**src/hw/rtl/fcd_pkg.sv**
```systemverilog
// Shared constants, types and helpers of the corner detector.
package fcd_pkg;

    localparam int MAX_WIDTH_DEF  = 1024;
    localparam int MAX_HEIGHT_DEF = 4096;
    localparam int CFG_AW = 3;
    localparam int CFG_DW = 13;

    localparam logic [CFG_AW-1:0] REG_WIDTH  = 3'd0;
    localparam logic [CFG_AW-1:0] REG_HEIGHT = 3'd1;
    localparam logic [CFG_AW-1:0] REG_RATIO  = 3'd2;
    localparam logic [CFG_AW-1:0] REG_ARC    = 3'd3;
    localparam logic [CFG_AW-1:0] REG_PRE    = 3'd4;

    // Centre position and 16 circle pixels handed from front to back.
    typedef struct packed {
        logic [9:0]       x;
        logic [11:0]      y;
        logic [7:0]       ctr;
        logic [15:0][7:0] circ;
    } cand_t;

    typedef struct packed {
        logic [6:0] ratio;
        logic [4:0] arc;
        logic [2:0] pre;
    } thr_cfg_t;

    // Circle offsets, row then column into the 7x7 window, index 3 is centre.
    function automatic logic [2:0] circ_row(input logic [3:0] k);
        logic [2:0] t [16];
        t = '{3'd0,3'd0,3'd1,3'd2,3'd3,3'd4,3'd5,3'd6,
              3'd6,3'd6,3'd5,3'd4,3'd3,3'd2,3'd1,3'd0};
        return t[k];
    endfunction

    function automatic logic [2:0] circ_col(input logic [3:0] k);
        logic [2:0] t [16];
        t = '{3'd3,3'd4,3'd5,3'd6,3'd6,3'd6,3'd5,3'd4,
              3'd3,3'd2,3'd1,3'd0,3'd0,3'd0,3'd1,3'd2};
        return t[k];
    endfunction

endpackage

```
**src/hw/rtl/fcd_back.sv**
```systemverilog
// Back end: threshold classify, pretest, arc search, score, output register.
module fcd_back (
    input  logic             aclk,
    input  logic             aresetn,
    input  logic             in_valid,
    output logic             in_ready,
    input  fcd_pkg::cand_t   cand,
    input  fcd_pkg::thr_cfg_t cfg,
    output logic             m_valid,
    input  logic             m_ready,
    output logic [9:0]       m_x,
    output logic [11:0]      m_y,
    output logic [11:0]      m_score
);
    // Stage A: classify and partial sums.
    logic        a_v_reg;
    logic [15:0] a_b_reg, a_d_reg;
    logic [9:0]  a_x_reg;
    logic [11:0] a_y_reg;
    logic [3:0][9:0] a_ps_reg;
    logic        b_v_reg;
    logic [9:0]  b_x_reg;
    logic [11:0] b_y_reg;
    logic [11:0] b_sc_reg;
    logic        b_hit_reg;
    logic        o_v_reg;
    logic [9:0]  o_x_reg;
    logic [11:0] o_y_reg;
    logic [11:0] o_sc_reg;
    logic        adv_b, adv_a, adv_in;

    logic [15:0] hi_lim, lo_lim;
    logic [15:0] bri, drk;
    logic [3:0][9:0] ps;
    logic [7:0]  df;

    always_comb begin
        hi_lim = 16'((8'd100 + 8'(cfg.ratio)) * cand.ctr);
        lo_lim = (cfg.ratio > 7'd100) ? 16'd0
                 : 16'((8'd100 - 8'(cfg.ratio)) * cand.ctr);
        ps = '0;
        for (int k = 0; k < 16; k++) begin
            bri[k] = 16'(cand.circ[k] * 7'd100) > hi_lim;
            drk[k] = 16'(cand.circ[k] * 7'd100) < lo_lim;
            df = (cand.circ[k] > cand.ctr) ? cand.circ[k] - cand.ctr
                                           : cand.ctr - cand.circ[k];
            ps[k/4] = ps[k/4] + 10'(df);
        end
    end

    // Stage B: pretest and arc search on the registered flags.
    logic [2:0]  cnt;
    logic [4:0]  need;
    logic [31:0] bb, dd;
    logic [15:0] rb, rd;
    logic        hit;
    always_comb begin
        cnt = 3'(a_b_reg[0] | a_d_reg[0]) + 3'(a_b_reg[4] | a_d_reg[4])
            + 3'(a_b_reg[8] | a_d_reg[8]) + 3'(a_b_reg[12] | a_d_reg[12]);
        need = (cfg.arc == 5'd0) ? 5'd1 : (cfg.arc > 5'd16) ? 5'd16 : cfg.arc;
        bb = {a_b_reg, a_b_reg};
        dd = {a_d_reg, a_d_reg};
        rb = a_b_reg;
        rd = a_d_reg;
        // AND of shifted copies: rb[s] holds when bits s..s+need-1 all set.
        for (int i = 1; i < 16; i++) begin
            if (5'(i) < need) begin
                rb = rb & bb[i +: 16];
                rd = rd & dd[i +: 16];
            end
        end
        hit = (cnt >= cfg.pre) && ((rb != '0) || (rd != '0));
    end

    assign adv_b  = !o_v_reg || m_ready;
    assign adv_a  = !b_v_reg || adv_b;
    assign adv_in = !a_v_reg || adv_a;
    assign in_ready = adv_in;

    always_ff @(posedge aclk) begin
        if (!aresetn) begin
            a_v_reg <= 1'b0;
            b_v_reg <= 1'b0;
            o_v_reg <= 1'b0;
        end else begin
            if (adv_in) a_v_reg <= in_valid;
            if (adv_a)  b_v_reg <= a_v_reg;
            if (adv_b)  o_v_reg <= b_v_reg && b_hit_reg;
        end
        if (adv_in && in_valid) begin
            a_b_reg  <= bri;
            a_d_reg  <= drk;
            a_ps_reg <= ps;
            a_x_reg  <= cand.x;
            a_y_reg  <= cand.y;
        end
        if (adv_a && a_v_reg) begin
            b_hit_reg <= hit;
            b_sc_reg  <= 12'(a_ps_reg[0]) + 12'(a_ps_reg[1])
                       + 12'(a_ps_reg[2]) + 12'(a_ps_reg[3]);
            b_x_reg   <= a_x_reg;
            b_y_reg   <= a_y_reg;
        end
        if (adv_b && b_v_reg) begin
            o_x_reg  <= b_x_reg;
            o_y_reg  <= b_y_reg;
            o_sc_reg <= b_sc_reg;
        end
    end

    assign m_valid = o_v_reg;
    assign m_x     = o_x_reg;
    assign m_y     = o_y_reg;
    assign m_score = o_sc_reg;
endmodule

```
**config.mk**
```make
export PLATFORM = sky130hd
export DESIGN_NAME = fcd_back
export DESIGN_NICKNAME = d
export VERILOG_FILES = /design/src/hw/rtl/fcd_pkg.sv /design/src/hw/rtl/fcd_back.sv
export SDC_FILE = /design/constraint.sdc
export NUM_CORES = 2
export LEC_CHECK = 0
export BUFFER_PORTS_ARGS = -buffer_cell sky130_fd_sc_hd__buf_2
export CELL_PAD_IN_SITES_DETAIL_PLACEMENT = 1
export CELL_PAD_IN_SITES_GLOBAL_PLACEMENT = 2
export CORE_MARGIN = 5
export CORE_UTILIZATION = 44
export DETAILED_ROUTE_END_ITERATION = 6
export GPL_TIMING_DRIVEN = 0
export MAX_ROUTING_LAYER = met4
export PLACE_DENSITY = 0.92
export SETUP_SLACK_MARGIN = 0.3
export SLEW_MARGIN = 20
export SYNTH_ARGS = -nofsm -noshare
export SYNTH_HDL_FRONTEND = slang
export SYNTH_SLANG_ARGS = --single-unit
```
**constraint.sdc**
```tcl
create_clock -name aclk -period 11.1 [get_ports aclk]
set_clock_uncertainty 0.1 [all_clocks]
set_input_delay 0.555 -clock aclk [delete_from_list [all_inputs] [get_ports aclk]]
set_output_delay 0.555 -clock aclk [all_outputs]
set_load 0.02 [all_outputs]
```
==> run metrics <==
status=finished, final reports clean; clock sinks=166; post-CTS setup buffers=0; Core ar.=102,000 um^2; via count=41.79k; I/O pin count=213; FF-to-FF path depth=8; CP required=11.21 ns; gpl congestion=0.9723; # resized after CTS=0; grt met1 use=39.17%; HPWL after DPL=137.9 mm; Rel. slew slack=20.04%; row count=117; layout cells sized above 1=8.014%; Hold WC Path Type=in -> reg; leading area contributor after synthesis=ha_1; syn avg cell area=8.801 um^2; CTS Hold Bufs=0; share of Yosys cell area claimed by the top area cell type=34.43%; Max Buffers Root-to-Sink=2; initial antenna violation count=10; Fillers=12.09k; Slew @ Worst Pin=1.198 ns; largest net degree at the start of global routing=34; WP data arrival=8.41 ns; final worst slack=2.796 ns; crit path capture type=flop; Max stage delay on crit path=0.70 ns; First-pass DRT Iterations=6; Hold Fails Final Rpt=0; Distinct cells, synth=86; initial core utilization=44.45%; final net count=7,076; number of flops mapped to enable cells by yosys=163; area delta synth->final=9.767%; die area=109,600 um^2; peak supply drop=360.8 uV; clk_lat worst skew=0.48 ns; leak pwr=0.02476 uW; Post-synth top flop=edfxtp_1; busiest grt layer=met2; global-route wire length before repair=258.7 mm; DP Cell Count=6,764; GR Layer Usage met2=52.03%; # setup viols final=0; Critical Path Source Type=input port; post-DR vias/cell=6.142; Overall Global Routing Usage=31.41%; Post-Syn Instances=5,153; PD cells=323.9 nW/um^2; max-slew violations=0; routed wire length=171.8 mm; CTS clk-pin slew, worst paths=0.09 ns; port bufs=206; Synth Warn #=0; Hold Crit Depth=1; flops & latches, synth=166; post-place setup slack=2.446 ns; Tmin final=8.304 ns; top cells by area, synth=ha_1, edfxtp_1, fa_1, inv_1, a21oi_1; Clk Tree Root Cell=clkbuf_16; post-place instance area=49,150 um^2; Post-synth ARST share=0%; setup TNS=0 ns; Chip Width=331.0 um; Min Hold Slack=0.1491 ns; Die Y-Extent=331.0 um; Antenna Nets Post-Route=0; Post-route DRC=0; Iter 0 DRT Violations=2,999; unrepaired setup endpoints after global routing=false; CTS tree=built; max reg flops=40; post-synth net total=6,814; DR WL/cell=25.25 um; Crit Path Max Fanout=17; Design Area, Final=49,780 um^2; post-route insts no fill=6,804; Mapped Area=45,350 um^2; grt ovf=0; slowest CP cell=buf_2; H-tree depth=4; sequential area share after synthesis=10.93%; routing usage on met3=4.530%; total CTS buffers=17; FMAX=0.1204 GHz; period utilization=74.81%; number of global-route vias before repair=43.89k; max_cap viols=0; WS Path Type=in -> reg
==> cell usage in the layout (no fill, tap or decap), types with 38 or more instances in the layout <==
master	n
a211oi_1	48
a21o_1	181
a21oi_1	377
a31oi_1	39
and2_1	38
buf_2	242
clkbuf_1	110
edfxtp_1	163
fa_1	236
ha_1	1248
inv_1	626
mux2_2	40
mux2i_1	81
nand2_1	220
nand2b_1	71
nand3_1	91
nand4_1	74
nor2_1	240
nor2b_1	55
nor3_1	75
o21ai_0	288
o21bai_1	57
o22ai_1	70
xnor2_1	181
xor2_1	64
==> cell type report <==
class | instances | area [um^2] | area share, %
Multi-Input combinational cell | 4177 | 37460 | 75.26
Inverter | 638 | 2396 | 4.813
Tap cell | 1368 | 1712 | 3.438
Clock inverter | 15 | 186.4 | 0.3745
Buffer | 172 | 758.2 | 1.523
Antenna cell | 8 | 20.02 | 0.04022
Clock buffer | 17 | 425.4 | 0.8546
Timing Repair Buffer | 243 | 1866 | 3.748
Sequential cell | 166 | 4955 | 9.953
==> through the flow <==
stage,power [uW],utilization (%)
6_report,16120,48.79
3_3_place_gp,13690,47.13
3_5_place_dp,15180,48.17
4_1_cts,15900,48.77
2_1_floorplan,9895,-
5_1_grt,17500,48.79
==> cells in the mapped netlist, types with 24 or more instances <==
master       n
o21ai_0    288
a221oi_1    24
nor2b_1     56
and2_1      38
fa_1       236
mux2i_1     81
o21bai_1    57
xor2_1      69
nand4_1     74
a31oi_1     41
xnor2_1    187
nand3_1     91
o22a_1      24
ha_1      1248
mux2_2      40
a21oi_1    377
a21boi_0    26
nor3_1      75
o22ai_1     70
nand2_1    232
nor2_1     240
edfxtp_1   163
nand2b_1    72
buf_2       37
a211oi_1    48
o221ai_1    37
inv_1      633
a21o_1     181
o21a_1      27
nor4_1      24
clkbuf_1   111
==> kinds of logic after synthesis <==
kind of cell / share of synthesized area [%]
simple gates: 10.74
xor+xnor: 4.944
fa+ha+maj: 44.89
compound gates: 18.77
mux: 2.781
buf+inv: 6.950
flops: 10.93
==> power breakdown <==
| part | internal, uW | switching (uW) | total, uW | leakage (uW) |
|---|---|---|---|---|
| sequential | 1170 | 194 | 1370 | 0.00159 |
| combinational | 5610 | 8520 | 14100 | 0.0229 |
| clock | 305 | 328 | 632 | 0.000293 |
==> per-layer routing <==
layer | up-vias | share of wire [%]
met5 | - | 0
met4 | 0 | 4.3
met3 | 422 | 6.9
met2 | 1568 | 47
met1 | 20740 | 42
li1 | 19057 | -
==> worst paths after layout <==
| path | start | to | slack (ns) |
|---|---|---|---|
| min reg2reg | b_sc_reg[8] | m_score[8] | 0.32 |
| max | cand[131] | a_b_reg[9] | 2.80 |
| max reg2reg | a_d_reg[2] | b_hit_reg | 7.30 |
| min | cand[156] | a_x_reg[8] | 0.15 |
==> worst max-delay path, delay by kind of cell <==
family	cells	cell delay, ns
compound gates	8	1.91
buf+inv	9	2.29
xor+xnor	1	0.59
fa+ha+maj	6	2.24
simple gates	6	0.75
Power figures use the tool's default switching activity.
