[src/hw/rtl/fcd_pkg.sv]
// Shared constants, types and helpers of the corner detector.
package fcd_pkg;

    localparam int MAX_WIDTH_DEF  = 1024;
    localparam int MAX_HEIGHT_DEF = 4096;
    localparam int CFG_AW = 3;
    localparam int CFG_DW = 13;

    localparam logic [CFG_AW-1:0] REG_WIDTH  = 3'd0;
    localparam logic [CFG_AW-1:0] REG_HEIGHT = 3'd1;
    localparam logic [CFG_AW-1:0] REG_RATIO  = 3'd2;
    localparam logic [CFG_AW-1:0] REG_ARC    = 3'd3;
    localparam logic [CFG_AW-1:0] REG_PRE    = 3'd4;

    // Centre position and 16 circle pixels handed from front to back.
    typedef struct packed {
        logic [9:0]       x;
        logic [11:0]      y;
        logic [7:0]       ctr;
        logic [15:0][7:0] circ;
    } cand_t;

    typedef struct packed {
        logic [6:0] ratio;
        logic [4:0] arc;
        logic [2:0] pre;
    } thr_cfg_t;

    // Circle offsets, row then column into the 7x7 window, index 3 is centre.
    function automatic logic [2:0] circ_row(input logic [3:0] k);
        logic [2:0] t [16];
        t = '{3'd0,3'd0,3'd1,3'd2,3'd3,3'd4,3'd5,3'd6,
              3'd6,3'd6,3'd5,3'd4,3'd3,3'd2,3'd1,3'd0};
        return t[k];
    endfunction

    function automatic logic [2:0] circ_col(input logic [3:0] k);
        logic [2:0] t [16];
        t = '{3'd3,3'd4,3'd5,3'd6,3'd6,3'd6,3'd5,3'd4,
              3'd3,3'd2,3'd1,3'd0,3'd0,3'd0,3'd1,3'd2};
        return t[k];
    endfunction

endpackage

[src/hw/rtl/fcd_fifo.sv]
// Small queue between front end and back end.
module fcd_fifo #(
    parameter int DEPTH = 8
) (
    input  logic          aclk,
    input  logic          aresetn,
    input  logic          wr_en,
    input  fcd_pkg::cand_t wr_data,
    input  logic          rd_en,
    output logic          rd_valid,
    output fcd_pkg::cand_t rd_data,
    output logic [$clog2(DEPTH):0] level
);
    localparam int AW = $clog2(DEPTH);
    fcd_pkg::cand_t q [DEPTH];
    logic [AW-1:0] wp_reg, rp_reg;
    logic [AW:0]   cnt_reg;

    always_ff @(posedge aclk) begin
        if (!aresetn) begin
            wp_reg <= '0;
            rp_reg <= '0;
            cnt_reg <= '0;
        end else begin
            if (wr_en) wp_reg <= wp_reg + 1'b1;
            if (rd_en) rp_reg <= rp_reg + 1'b1;
            cnt_reg <= cnt_reg + (AW+1)'(wr_en) - (AW+1)'(rd_en);
        end
        if (wr_en) q[wp_reg] <= wr_data;
    end
    assign rd_valid = cnt_reg != '0;
    assign rd_data  = q[rp_reg];
    assign level    = cnt_reg;
endmodule

[config.mk]
export PLATFORM = sky130hd
export DESIGN_NAME = fcd_fifo
export DESIGN_NICKNAME = d
export VERILOG_FILES = /design/src/hw/rtl/fcd_pkg.sv /design/src/hw/rtl/fcd_fifo.sv
export SDC_FILE = /design/constraint.sdc
export NUM_CORES = 1
export LEC_CHECK = 0
export ABC_AREA = 1
export BUFFER_PORTS_ARGS = -buffer_cell sky130_fd_sc_hd__buf_4
export CAP_MARGIN = 20
export CELL_PAD_IN_SITES_DETAIL_PLACEMENT = 1
export CELL_PAD_IN_SITES_GLOBAL_PLACEMENT = 1
export CORE_UTILIZATION = 35
export CTS_CLUSTER_DIAMETER = 100
export DETAILED_ROUTE_END_ITERATION = 8
export PLACE_DENSITY_LB_ADDON = 0.15
export SLEW_MARGIN = 20
export SYNTH_ARGS = -nofsm -noshare
export SYNTH_HDL_FRONTEND = slang
export SYNTH_SLANG_ARGS = --single-unit
[constraint.sdc]
create_clock -name aclk -period 16.85 [get_ports aclk]
set_input_delay 0.8425 -clock aclk [delete_from_list [all_inputs] [get_ports aclk]]
set_output_delay 0.8425 -clock aclk [all_outputs]
set_load 0.1 [all_outputs]
==> results.py, run 1 <==
metrics = {
    "critical_path": {
        "r2r_start": "wp_reg[0]",
        "reg2reg_depth": 4,
        "cp-start-kind": "flop",
        "end_kind": "output port",
        "rrSetupSlack_ns": 13.45,
        "critPathMaxFanout": 84,
        "worstPathCellList": "buf_4 > buf_4 > buf_4 > buf_4 > nand2_1 > nand3_1 > nand2_1 > nand2_1 > nand2_1 > buf_4",
        "cpMostUsedCell": "buf_4",
        "r2r_end": "q[3][23]",
        "cpMaxStageDelayCell": "buf_4",
        "max_stage_delay_ns": 0.85,
        "required_ns": 16.01,
        "crit_type": "flop to output port",
        "critPathArrivalTime_ns": 5.48,
    },
    "cells_and_area": {
        "final_nets": 5991,
        "top_register": "q",
        "layout_commonest_cell": "nand2_1",
        "final_area_mm2": 0.0645,
        "area_delta_synth_final_pct": 16.6,
        "largest_register_ffs": 1264,
        "final_layout_size_suffix_gt1_frac": 0.0998,
        "layout_common_cells": "nand2_1 (2066), inv_1 (1278), edfxtp_1 (1264)",
        "n_fill_cell": 17517,
    },
    "clock_network": {
        "clkTransAtPathRegs_ns": 0.06,
        "cts_setup_buffers": 0,
        "cts_buffers": 148,
        "htree_num_levels": 4,
        "cts.repair.resized": 0,
        "root_buffer": "clkbuf_16",
        "tritoncts": "done",
        "clockBufferDepth": 3,
        "cts.sink_count": 1277,
        "clock_latency_ns": 0.77,
        "cts_hold_buf": 0,
    },
    "route": {
        "viasPerCell": 4.60,
        "drc": 0,
        "vias": 36831,
        "wl_um": 152000,
        "wl_per_cell_um": 19.1,
        "first_iter_violations": 1625,
        "drt_pre_antenna_iters": 5,
        "detail-route-antenna-nets": 0,
    },
    "timing": {
        "max_clock_freq_mhz": 158,
        "rsz0062_at_grt": "no",
        "skew_ns": 0.0198,
        "slew_headroom": 0.265,
        "worstMarginPinSlew_ns": 1.10,
        "post-route-period-util": 0.375,
        "setup_viol": 0,
        "tns_ns": 0,
        "period_needed_ns": 6.32,
        "slew_viol_final": 0,
        "final_hold_viol_count": 0,
    },
    "pwr": {
        "p_leak_nw": 29.3,
        "ir_worst_vdd_mv": 0.102,
        "p_per_area_mw_per_mm2": 125,
    },
    "logic_synthesis": {
        "synth.avg_cell_area_um2": 9.99,
        "synth_seq_cells": 1277,
        "syn_area_mm2": 0.0553,
        "syn-num-nets": 5709,
        "synth_cells": 5539,
        "yosysSeqAreaShare": 0.691,
        "netlist-cell-type-count": 19,
        "ys.warnings.count": 0,
    },
    "floorplan": {
        "dieHeight_um": 400,
        "io-pin-count": 325,
        "start_util": 0.353,
        "die_x_um": 400,
        "dieArea_mm2": 0.160,
        "fp.coreArea_mm2": 0.157,
        "rows": 145,
    },
    "placed_design": {
        "gp_congestion": 0.716,
        "port_buffers": 324,
        "dpl.hpwl_um": 80300,
        "placed_area_mm2": 0.0598,
    },
    "worst_hold_path": {
        "hold_depth": 1,
        "hp-class": "input port to flop",
        "min_from": "wr_data[127]",
        "worstHoldEndpoint": "q[3][127]",
    },
    "global_route": {
        "grt_max_degree": 202,
        "grt_remaining_overflow": 0,
        "antenna_found_initial": 20,
        "grt_pass1_vias": 38435,
        "gr-usage-all-layers": 0.192,
        "grt_pass1_wl_um": 231000,
    },
    "status": {
        "status": "completed",
    },
    "run": {
        "maxCapViolCount": 0,
    },
}
-- synthesized netlist by cell type, drive strengths merged --
master,instances,share of area
ha,7,0.0016
xnor2,1,0.00016
inv,1280,0.087
a21oi,6,0.00054
fa,1,0.00036
dfxtp,13,0.0047
nor2,15,0.0010
o21ai,3,0.00027
clkbuf,56,0.0038
xor2,1,0.00016
buf,188,0.017
or2,2,0.00023
nand2,2066,0.14
clkinv,1,0.000068
edfxtp,1264,0.69
nand3,635,0.057
-- worst max path at each step --
| stage | start | end | slack, ns | cells past startpoint |
|---|---|---|---|---|
| after detailed placement | flop | rd_data[25] | 11.19 | 10 |
| after global routing | flop | rd_data[25] | 10.06 | 10 |
| after CTS | flop | rd_data[25] | 10.32 | 10 |
| after global placement | flop | rd_data[25] | 11.27 | 10 |
| final | flop | rd_data[25] | 10.53 | 10 |
| after floorplan | wr_en | q[0][0] | 8.40 | 3 |
-- layout make-up --
class | count | area (um2) | area share
inverters | 1281 | 4830 | 0.0749
repair buffers | 376 | 2900 | 0.0449
well taps | 2058 | 2570 | 0.0399
clock inverters | 91 | 927 | 0.0144
clock buffers | 177 | 3830 | 0.0594
multi-input cells | 2737 | 11200 | 0.174
diodes | 6 | 15.0 | 0.000233
flip-flops and latches | 1277 | 38200 | 0.592
-- worst max-delay path: cells and delay by family, from the launching register on --
kind / cells / cell delay [ns]
buf+inv: 5 / 3.38
flops: 1 / 0.60
simple gates: 5 / 0.57
-- power breakdown --
part           switching [mW]  total (mW)  leakage (nW)  internal (mW)
Combinational            1.05        1.32          15.4          0.271
Clock                    1.32        3.16          2.32           1.85
Sequential             0.0240        3.59          11.6           3.57
-- cells by family after synthesis --
kind of cell	after synthesis	synth area share
AO/OA/AOI/OAI	9	0.000814
XOR/XNOR	2	0.000317
adder cells (fa/ha/maj)	8	0.00194
buffers and inverters	1525	0.108
flip-flops	1277	0.691
AND/OR/NAND/NOR	2718	0.199
-- routing by layer --
metal  track usage  vias to the layer above  share of wire
met5             0                        -         0.0011
met4        0.0495                       26          0.020
met3        0.0428                      205          0.046
met2         0.327                      537           0.49
met1         0.245                    18295           0.45
li1              -                    17768              -
-- stage by stage --
stage                     setup WS [ns]  hold WS [ns]  instances   util  total power, mW
after floorplan                    8.40         0.469       5539      -             4.63
final                             10.53         0.300       8003  0.412             8.08
after detailed placement          11.19         0.500       7729  0.382             5.01
after global routing              10.06         0.238       8002  0.412             8.40
after CTS                         10.32         0.213       7997  0.412             8.21
after global placement            11.27         0.487       7729  0.382             4.99
(Power assumes the default switching activity.)
==> inputs of run 2 (changes only) <==
--- a/config.mk
+++ b/config.mk
@@ -5,7 +5,7 @@
 export SDC_FILE = /design/constraint.sdc
 export NUM_CORES = 1
 export LEC_CHECK = 0
-export ABC_AREA = 1
+export ABC_AREA = 0
 export BUFFER_PORTS_ARGS = -buffer_cell sky130_fd_sc_hd__buf_4
 export CAP_MARGIN = 20
 export CELL_PAD_IN_SITES_DETAIL_PLACEMENT = 1
==> constraint.sdc (replaced) <==
create_clock -name aclk -period 5.85 [get_ports aclk]
set_input_delay 0.2925 -clock aclk [delete_from_list [all_inputs] [get_ports aclk]]
set_output_delay 0.2925 -clock aclk [all_outputs]
set_load 0.1 [all_outputs]
==> run 2 against run 1 <==
Effect of this change: sequential cell count unchanged; combinational power increased by 140%; non-clock buffer count increased by 146; die area decreased by 13%; cell count decreased by 45%; power increased to 2.7 times the previous value; utilization increased by 2.2 points; synthesized area decreased by 13%; largest cell class unchanged.
==> results.py, run 2 <==
metrics = {
    "status": {
        "status": "completed",
    },
    "timing": {
        "slew_headroom": 0.142,
        "skew_ns": 0.0284,
        "setup_viol": 0,
        "final_hold_viol_count": 0,
        "slew_viol_final": 0,
        "period_needed_ns": 3.57,
        "rsz0062_at_grt": "no",
        "max_clock_freq_mhz": 280,
        "post-route-period-util": 0.611,
        "worstMarginPinSlew_ns": 1.29,
    },
    "critical_path": {
        "crit_type": "flop to output port",
        "r2r_start": "wp_reg[0]",
        "critPathMaxFanout": 36,
        "required_ns": 5.56,
        "critPathArrivalTime_ns": 3.28,
        "cp-start-kind": "flop",
        "cpMostUsedCell": "buf_4",
        "max_stage_delay_ns": 0.68,
        "end_kind": "output port",
        "cpMaxStageDelayCell": "buf_4",
        "worstPathCellList": "buf_4 > mux4_2 > mux2_2 > buf_4",
    },
    "cells_and_area": {
        "layout_common_cells": "edfxtp_1 (1264), buf_4 (338), mux4_2 (316)",
        "largest_register_ffs": 1264,
        "top_register": "q",
        "post-route-util": 0.434,
        "area_delta_synth_final_pct": 22.6,
        "final_nets": 2639,
        "n_fill_cell": 12483,
        "layout_commonest_cell": "edfxtp_1",
        "final_layout_size_suffix_gt1_frac": 0.402,
    },
    "pwr": {
        "power_mw": 22.1,
        "ir_worst_vdd_mv": 0.277,
        "p_leak_nw": 18.6,
        "p_per_area_mw_per_mm2": 375,
    },
    "route": {
        "drc": 0,
        "vias": 21773,
        "drt_pre_antenna_iters": 5,
        "detail-route-antenna-nets": 0,
        "first_iter_violations": 1337,
        "wl_um": 111000,
        "wl_per_cell_um": 25.4,
        "viasPerCell": 4.98,
    },
    "logic_synthesis": {
        "netlist-cell-type-count": 23,
        "yosysSeqAreaShare": 0.795,
        "syn_area_mm2": 0.0480,
        "synth_seq_cells": 1277,
        "syn-num-nets": 2063,
        "yosysTopAreaCell": "edfxtp_1",
        "synth.avg_cell_area_um2": 25.4,
        "ys.flop_type": "edfxtp_1",
        "synth_most_common_cell": "edfxtp_1",
        "synth_top_area_share": 0.790,
        "synth_area_leaders": "edfxtp_1 (79%), mux4_2 (15%), mux2_2 (3.7%)",
        "synth_cells": 1893,
        "ys.warnings.count": 0,
        "async_flop_share": 0,
        "synth_commonest_cells": "edfxtp_1 (1264), mux4_2 (316), mux2_2 (158), buf_2 (27), buf_6 (27)",
        "synth_edf_count": 1264,
    },
    "floorplan": {
        "fp.coreArea_mm2": 0.136,
        "die_x_um": 373,
        "dieArea_mm2": 0.139,
        "rows": 135,
        "dieHeight_um": 373,
        "start_util": 0.354,
        "io-pin-count": 325,
    },
    "global_route": {
        "grt_pass1_vias": 24602,
        "gr-usage-all-layers": 0.161,
        "grt_pass1_wl_um": 162000,
        "grt_max_degree": 145,
        "grt_remaining_overflow": 0,
        "antenna_found_initial": 18,
    },
    "worst_hold_path": {
        "min_from": "wr_data[36]",
        "hp-class": "input port to flop",
    },
    "placed_design": {
        "gp_congestion": 0.684,
        "port_buffers": 324,
        "dpl.hpwl_um": 58000,
    },
    "clock_network": {
        "cts_setup_buffers": 0,
        "htree_num_levels": 4,
        "cts_buffers": 141,
        "clockBufferDepth": 3,
        "root_buffer": "clkbuf_16",
        "cts.repair.resized": 0,
        "clkTransAtPathRegs_ns": 0.06,
        "tritoncts": "done",
        "clock_latency_ns": 0.76,
        "cts.sink_count": 1277,
    },
    "run": {
        "maxCapViolCount": 0,
    },
}
run 2: cell types whose count changed in the layout (fill, tap and decap cells not counted), moves of 10 or more:
cell and change:
clkinv_1 -10, buf_4 -32, mux2_2 +158, dlygate4sd3_1 +161, mux4_2 +316, inv_1 -1271
buf_12 +16, nand3_1 -634, nand2_1 -2061
run 2: critical path: cells and delay by family, from the launching register on:
| kind | cells | cell delay [ns] |
|---|---|---|
| buf+inv | 2 | 0.92 |
| mux | 2 | 0.90 |
| flops | 1 | 0.64 |
run 2: metrics by stage:
step                hold WS, ns  setup WS (ns)  TNS [ns]  area [um2]  std cells
floorplan                 0.391          -1.94  -2234.25       48100       1893
CTS                       0.227           1.63         0       58800       4359
detailed placement        0.527           2.47         0       52800       3945
global route              0.262           2.05         0       58900       4369
finish                    0.301           2.28         0       58900       4372
global placement          0.521           2.53         0       52800       3945
run 2: path summary, 6_finish.rpt:
path	end	slack (ns)	cells after the start
worst min register to register	flop	0.58	2
worst max register to register	q[3][112]	3.16	3
worst min-delay path	q[1][36]	0.30	2
worst max-delay path	rd_data[22]	2.28	4
run 2: what timing repair did:
item / in CTS / in global routing
hold endpoints to repair: 1277 / 0
endpoints found under the setup margin: 0 / 0
hold buffers: 161 / 0
run 2: cell families (layout without fill, tap and decap cells):
group	Yosys count	in the layout	share of synthesized area
other	0	12	0
flip-flops	1277	1277	0.795
AO/OA/AOI/OAI	2	2	0.000260
buffers and inverters	96	782	0.0124
XOR/XNOR	5	5	0.000912
multiplexers	477	477	0.186
AND/OR/NAND/NOR	28	28	0.00299
adder cells (fa/ha/maj)	8	8	0.00224
run 2: where the power goes:
| group | internal, mW | leakage (nW) | switching [mW] |
|---|---|---|---|
| Combinational | 0.961 | 4.89 | 2.27 |
| Sequential | 10.3 | 11.6 | 0.0791 |
| Clock | 4.87 | 2.17 | 3.61 |
run 2: area by class of cell:
cell class / instances / area, um2 / area share
Multi-Input combinational cell: 520 / 9300 / 0.158
Tap cell: 1781 / 2230 / 0.0378
Timing Repair Buffer: 522 / 4620 / 0.0784
Clock inverter: 75 / 741 / 0.0126
Inverter: 7 / 26.3 / 0.000446
Antenna cell: 12 / 30.0 / 0.000510
Clock buffer: 178 / 3730 / 0.0633
Sequential cell: 1277 / 38200 / 0.649
run 2: routing by layer:
metal	global-route usage	share of wire	wire length, um
met4	0.0439	0.020	2270
met1	0.206	0.43	47400
met2	0.267	0.49	54900
met5	0	0.00060	67
met3	0.0449	0.058	6470
==> inputs of run 3 (changes only) <==
==> constraint.sdc (replaced) <==
create_clock -name aclk -period 3.4 [get_ports aclk]
set_input_delay 0.17 -clock aclk [delete_from_list [all_inputs] [get_ports aclk]]
set_output_delay 0.17 -clock aclk [all_outputs]
set_load 0.1 [all_outputs]
==> run 3 against run 2 <==
Effect of this change: worst setup slack worse by 2.0 ns; critical path depth up 1; via count up 0.67%; largest cell class unchanged.
==> results.py, run 3 (synthesis gave the netlist of run 2 again) <==
metrics = {
    "critical_path": {
        "cpMostUsedCell": "buf_4",
        "critPathArrivalTime_ns": 2.98,
        "worstPathCellList": "buf_12 > buf_4 > mux4_2 > mux2_2 > buf_4",
        "crit_type": "flop to output port",
        "critPathMaxFanout": 36,
        "required_ns": 3.23,
        "cp-start-kind": "flop",
        "crit_family": "buffers and inverters",
        "cpMaxStageDelayCell": "dfxtp_4",
        "end_kind": "output port",
        "crit_buf_inv": 3,
        "max_stage_delay_ns": 0.62,
        "r2r_start": "wp_reg[0]",
    },
    "worst_hold_path": {
        "min_from": "wr_data[30]",
        "hp-class": "input port to flop",
    },
    "timing": {
        "post-route-period-util": 0.926,
        "worst_slack_ns": 0.253,
        "holdWs_ns": 0.189,
        "slew_viol_final": 0,
        "final_hold_viol_count": 0,
        "setup_viol": 0,
        "max_clock_freq_mhz": 318,
        "worstMarginPinSlew_ns": 0.805,
        "skew_ns": 0.0177,
        "period_needed_ns": 3.15,
        "slew_headroom": 0.464,
        "rsz0062_at_grt": "no",
    },
    "global_route": {
        "antenna_found_initial": 11,
        "grt_pass1_wl_um": 163000,
        "grt_pass1_vias": 24571,
        "grt_remaining_overflow": 0,
        "gr-usage-all-layers": 0.162,
        "grt_max_degree": 91,
    },
    "cells_and_area": {
        "final_area_mm2": 0.0593,
        "largest_register_ffs": 1264,
        "area_delta_synth_final_pct": 23.4,
        "final_layout_size_suffix_gt1_frac": 0.412,
        "top_register": "q",
        "layout_commonest_cell": "edfxtp_1",
        "layout_common_cells": "edfxtp_1 (1264), buf_4 (367), mux4_2 (316)",
        "final_nets": 2688,
        "fin_cells": 4408,
    },
    "placed_design": {
        "placed_area_mm2": 0.0533,
        "place_ws_ns": 0.768,
        "gp_congestion": 0.697,
        "port_buffers": 324,
        "dpl.cell_count": 3989,
        "dpl.hpwl_um": 62100,
    },
    "floorplan": {
        "die_x_um": 373,
        "dieArea_mm2": 0.139,
        "io-pin-count": 325,
        "dieHeight_um": 373,
        "rows": 135,
        "start_util": 0.354,
        "fp.coreArea_mm2": 0.136,
    },
    "route": {
        "vias": 21919,
        "drt_pre_antenna_iters": 5,
        "viasPerCell": 4.97,
        "wl_per_cell_um": 25.3,
        "wl_um": 111000,
        "detail-route-antenna-nets": 0,
        "drc": 0,
        "first_iter_violations": 1191,
    },
    "status": {
        "status": "completed",
    },
    "clock_network": {
        "cts.sink_count": 1277,
        "clock_latency_ns": 0.76,
        "htree_num_levels": 4,
        "root_buffer": "clkbuf_16",
        "cts_buffers": 142,
        "tritoncts": "done",
        "clkTransAtPathRegs_ns": 0.05,
        "clockBufferDepth": 3,
    },
    "pwr": {
        "ir_worst_vdd_mv": 0.723,
        "p_leak_nw": 18.9,
        "p_per_area_mw_per_mm2": 635,
        "power_mw": 37.7,
    },
    "run": {
        "maxCapViolCount": 0,
    },
}
run 3: what timing repair did:
action,4_1_cts,5_1_grt
buffers inserted,4,0
resized for setup,0,0
hold endpoints to repair,1281,0
endpoints found under the setup margin,6,0
hold buffers,162,0
run 3: final cells by class:
type | count | area [um2]
sequential | 1277 | 38200
timing repair buffer | 570 | 5200
clock buffer | 177 | 3750
fill | 12469 | 76500
inverter | 7 | 26.3
antenna | 5 | 12.5
clock inverter | 71 | 528
multi-input combinational | 520 | 9330
tap | 1781 | 2230
run 3: final timing paths:
check / endpoint / slack (ns) / depth (start not counted)
max reg2reg: q[3][116] / 1.29 / 3
min reg2reg: flop / 0.54 / 2
max: rd_data[86] / 0.25 / 5
min: q[0][30] / 0.19 / 2
run 3: worst register-to-register path: cells and delay by family (launching register included):
kind,cells,cell delay [ns]
and+or+nand+nor,2,0.76
buffers and inverters,1,0.50
DFF,1,0.48
run 3: per-stage QoR:
| step | utilization | TNS, ns |
|---|---|---|
| 4_1_cts | 0.437 | 0 |
| 5_1_grt | 0.437 | 0 |
| 3_3_place_gp | 0.393 | 0 |
| 2_1_floorplan | - | -413.90 |
| 6_report | 0.437 | 0 |
| 3_5_place_dp | 0.393 | 0 |
run 3: layer usage:
metal,up-vias,share of wire,wire [um],global-route usage
li1,9413,-,-,-
met1,11890,0.42,46900,0.205
met2,449,0.51,56700,0.273
met3,155,0.051,5670,0.0423
met4,12,0.019,2110,0.0444
met5,-,0.00062,69,0
run 3: power breakdown:
part | internal [mW] | switching, mW
Combinational | 1.73 | 3.92
Sequential | 17.7 | 0.119
Clock | 8.13 | 6.03
